**config.mk**
```make
export PLATFORM = sky130hd
export DESIGN_NAME = rsfc_mul
export DESIGN_NICKNAME = d
export VERILOG_FILES = /design/src/rsfc_mul.sv
export SDC_FILE = /design/constraint.sdc
export NUM_CORES = 2
export LEC_CHECK = 0
export BUFFER_PORTS_ARGS = -buffer_cell sky130_fd_sc_hd__buf_4
export CAP_MARGIN = 10
export CORE_MARGIN = 1.5
export CORE_UTILIZATION = 35
export DETAILED_ROUTE_END_ITERATION = 7
export PLACE_DENSITY = 0.56
export SKIP_LAST_GASP = 1
export SYNTH_ARGS = -nofsm -noshare
export SYNTH_HDL_FRONTEND = slang
export SYNTH_SLANG_ARGS = --single-unit
```
**constraint.sdc**
```tcl
create_clock -name clk -period 14.7 [get_ports clk]
set_clock_uncertainty 0.15 [all_clocks]
set_input_delay 0 -clock clk [delete_from_list [all_inputs] [get_ports clk]]
set_output_delay 0 -clock clk [all_outputs]
set_load 0.02 [all_outputs]
```
**src/rsfc_mul.sv**
```systemverilog
// Two-stage unsigned multiplier built from 32x32 partial products.
// Depends on nothing; the partial products and the sum are each registered.
module rsfc_mul #(
  parameter int AW = 48,
  parameter int BW = 32
) (
  input  logic             clk,
  input  logic             en,
  input  logic [AW-1:0]    a,
  input  logic [BW-1:0]    b,
  output logic [AW+BW-1:0] p
);

  localparam int NA = (AW + 31) / 32;
  localparam int NB = (BW + 31) / 32;
  localparam int PW = AW + BW;
  localparam int SW = (NA + NB) * 32;

  logic [NA*32-1:0] ae;
  logic [NB*32-1:0] be;
  logic [63:0]      pp [NA][NB];
  logic [SW-1:0]    acc;

  assign ae = (NA*32)'(a);
  assign be = (NB*32)'(b);

  always_ff @(posedge clk) begin
    if (en) begin
      for (int i = 0; i < NA; i++) begin
        for (int j = 0; j < NB; j++) begin
          pp[i][j] <= ae[i*32 +: 32] * be[j*32 +: 32];
        end
      end
    end
  end

  always_comb begin
    acc = '0;
    for (int i = 0; i < NA; i++) begin
      for (int j = 0; j < NB; j++) begin
        acc = acc + (SW'(pp[i][j]) << (32 * (i + j)));
      end
    end
  end

  always_ff @(posedge clk) begin
    if (en) begin
      p <= acc[PW-1:0];
    end
  end

endmodule

```
==> flow_metrics.env <==
export IMPL_rrSetupSlack_ns=10.42
export IMPL_antenna_found_initial=13
export IMPL_cts_buffers=17
export IMPL_area_growth_pct=5.94
export IMPL_grt_max_degree=81
export IMPL_crit_path_start_kind="primary input"
export IMPL_gr_usage_all_layers_pct=20.4
export IMPL_io_pins=162
export IMPL_slew_viol_final=0
export IMPL_vias=39800
export IMPL_critPathKind="primary input to flip-flop"
export IMPL_synth_top_area_share_pct=46.5
export IMPL_post_drt_via_cell_ratio=4.96
export IMPL_min_to="pp[0][1]$_DFFE_PP_"
export IMPL_port_buffer_count=161
export IMPL_multi_input_area_sq_um=44800
export IMPL_syn_avg_cell_area_sq_um=9.46
export IMPL_postSynth_asyncResetShare_pct=0
export IMPL_setup_viol=0
export IMPL_cts_tree="yes"
export IMPL_place_hpwl_um=127000
export IMPL_fill_cells=16100
export IMPL_hold_viol=0
export IMPL_drv_cap=0
export IMPL_synth_edf_count=192
export IMPL_post_cts_setup_buffers=0
export IMPL_finalNetCount=7657
export IMPL_worstReg2RegEnd="p[74]$_DFFE_PP_"
export IMPL_cp_required_ns=14.84
export IMPL_r2r_cells=14
export IMPL_ant_nets=0
export IMPL_final_cell_mix="1315 x fa_1, 1276 x inv_1, 907 x nand2_1, 728 x and2_1, 415 x ha_1"
export IMPL_synthTopCellsByArea="fa_1 46%, edfxtp_1 10%, ha_1 9.2%"
export IMPL_wl_per_cell_um=20.0
export IMPL_hp_start="a[1]"
export IMPL_drt_first_pass_iters=6
export IMPL_arrival_ns=8.01
export IMPL_synthCells=5987
export IMPL_drtIter0Drc=2354
export IMPL_max_slew_margin_pct=35.2
export IMPL_cts_root_buf="clkbuf_16"
export IMPL_row_count=147
export IMPL_yosys_warnings=0
export IMPL_final_common_cell="fa_1"
export IMPL_crit_reg2reg_launch="pp[0][32]$_DFFE_PP_"
export IMPL_rsz0062_at_grt="no"
export IMPL_drc_errors=0
export IMPL_cts_num_sinks=192
export IMPL_yosys_area_top_type="fa_1"
export IMPL_clk_latency_ns=0.53
export IMPL_yosysSeqAreaShare_pct=10.2
export IMPL_ctsHtreeMaxLevel=4
export IMPL_fin_crit_sh_pct=53.6
export IMPL_drt_wl_total_um=161000
export IMPL_hold_buffers=5
export IMPL_critPathCaptureType="flip-flop"
export IMPL_period_needed_ns=7.88
export IMPL_overflow=0
export IMPL_seq_area_sq_um=5770
export IMPL_syn_num_nets=7799
export IMPL_tightest_slew_ns=0.970
export IMPL_place_gp_congestion=0.890
export IMPL_die_h_um=405
export IMPL_synth_seq_cells=192
export IMPL_hold_depth=3
export IMPL_drive_gt1_share_pct=3.81
export IMPL_cts_clk_slew_worst_paths_ns=0.09
export IMPL_fin_tns_setup_ns=0
export IMPL_core_area_sq_um=161000
export IMPL_initial_utilization_pct=35.3
export IMPL_syn_area_sq_um=56600
export IMPL_die_area_sq_um=164000
export IMPL_synth_distinct_cells=64
export IMPL_grt_pass1_vias=44600
export IMPL_cts_buffer_depth=2
export IMPL_die_w_um=405
export IMPL_cts_resized=0
export IMPL_grt_pass1_wl_um=257000
export IMPL_hold_class="primary input to flip-flop"
export IMPL_synth_main_ff_cell="edfxtp_1"
export IMPL_status="finished, final reports clean"
export IMPL_timing_fmax_ghz=0.127
export IMPL_worstPathMaxFanout=48
stage by stage:
stage          instance area, sq um  utilization, %  worst slack, ns  hold WS (ns)  cells
3_3_place_gp                  59300            37.0             5.38         0.253   7980
2_1_floorplan                 56600               -             7.47       -0.0375   5987
6_report                      60000            37.4             6.82         0.170   8021
5_1_grt                       60000            37.4             6.53         0.165   8020
3_5_place_dp                  59400            37.0             6.33         0.255   7981
4_1_cts                       60000            37.4             6.92         0.112   8018
per-layer routing:
metal	global-route usage, %	part of all wire [%]
met3	2.65	4.8
met4	5.70	2.7
met1	26.7	43
met5	0	0.028
met2	35.3	49
registers in the layout, summed over array words and instances (netlist names):
name	count
p	80
pp	112
worst max path at each step:
stage,start,to,slack [ns],cells past startpoint
2_1_floorplan,b[8],pp[0][60]$_DFFE_PP_,7.47,29
3_3_place_gp,b[8],pp[0][62]$_DFFE_PP_,5.38,24
3_5_place_dp,b[8],pp[0][60]$_DFFE_PP_,6.33,28
4_1_cts,b[8],pp[0][60]$_DFFE_PP_,6.92,28
5_1_grt,b[8],pp[0][60]$_DFFE_PP_,6.53,28
6_report,b[8],pp[0][60]$_DFFE_PP_,6.82,28
cells by family (layout without fill, tap and decap cells):
| group | count (synthesis) | count (layout) | share of synthesized area (%) |
|---|---|---|---|
| AND/OR/NAND/NOR | 1862 | 1862 | 16.2 |
| adder cells (fa/ha/maj) | 1730 | 1730 | 55.7 |
| buffers and inverters | 1615 | 1486 | 10.7 |
| AO/OA/AOI/OAI | 439 | 439 | 4.98 |
| flip-flops | 192 | 192 | 10.2 |
| XOR/XNOR | 147 | 147 | 2.27 |
| multiplexers | 2 | 2 | 0.0354 |
| other | 0 | 3 | 0 |
critical path, stage by stage:
cell and delay, ns:
buf_4 0.54, nand2_1 0.17, fa_1 0.45, inv_1 0.08, fa_1 0.43, fa_1 0.51, inv_1 0.05, fa_1 0.48
inv_1 0.06, fa_1 0.49, inv_1 0.05, fa_1 0.53, inv_1 0.05, fa_1 0.47, inv_1 0.05, fa_1 0.47
inv_1 0.04, ha_1 0.39, and4_1 0.28, nor2b_1 0.20, nand3_1 0.11, a221oi_1 0.32, nor2_1 0.25, o31ai_1 0.60
nor3b_1 0.38, o31ai_1 0.20, o21ai_0 0.25, xor2_1 0.09
final cells by class:
class	instances	share of cell area (%)
multi-input combinational	4180	74.7
sequential	192	9.61
inverter	1276	7.98
tap	2160	4.50
timing repair buffer	178	2.26
clock buffer	18	0.715
clock inverter	14	0.248
antenna	3	0.0125
synth_stat cells, types with 7 or more instances:
cell and instances:
ha_1 415, xnor2_1 86, a31oi_1 18, o21a_1 11
o21bai_1 30, xor2_1 61, a21o_1 69, clkbuf_1 334
a211oi_1 18, nor2_1 82, nand2b_1 15, inv_1 1276
fa_1 1315, o21ai_0 81, a21oi_1 145, and2_1 728
nand2_1 907, nand3_1 27, o211ai_1 7, nor2b_1 13
edfxtp_1 192, and3_1 15, nand4_1 31, a21boi_0 8
nor3_1 17
Power is left out: the tool's default activity adds up to more than one toggle a clock period on the data nets, which glitch-free logic cannot reach.
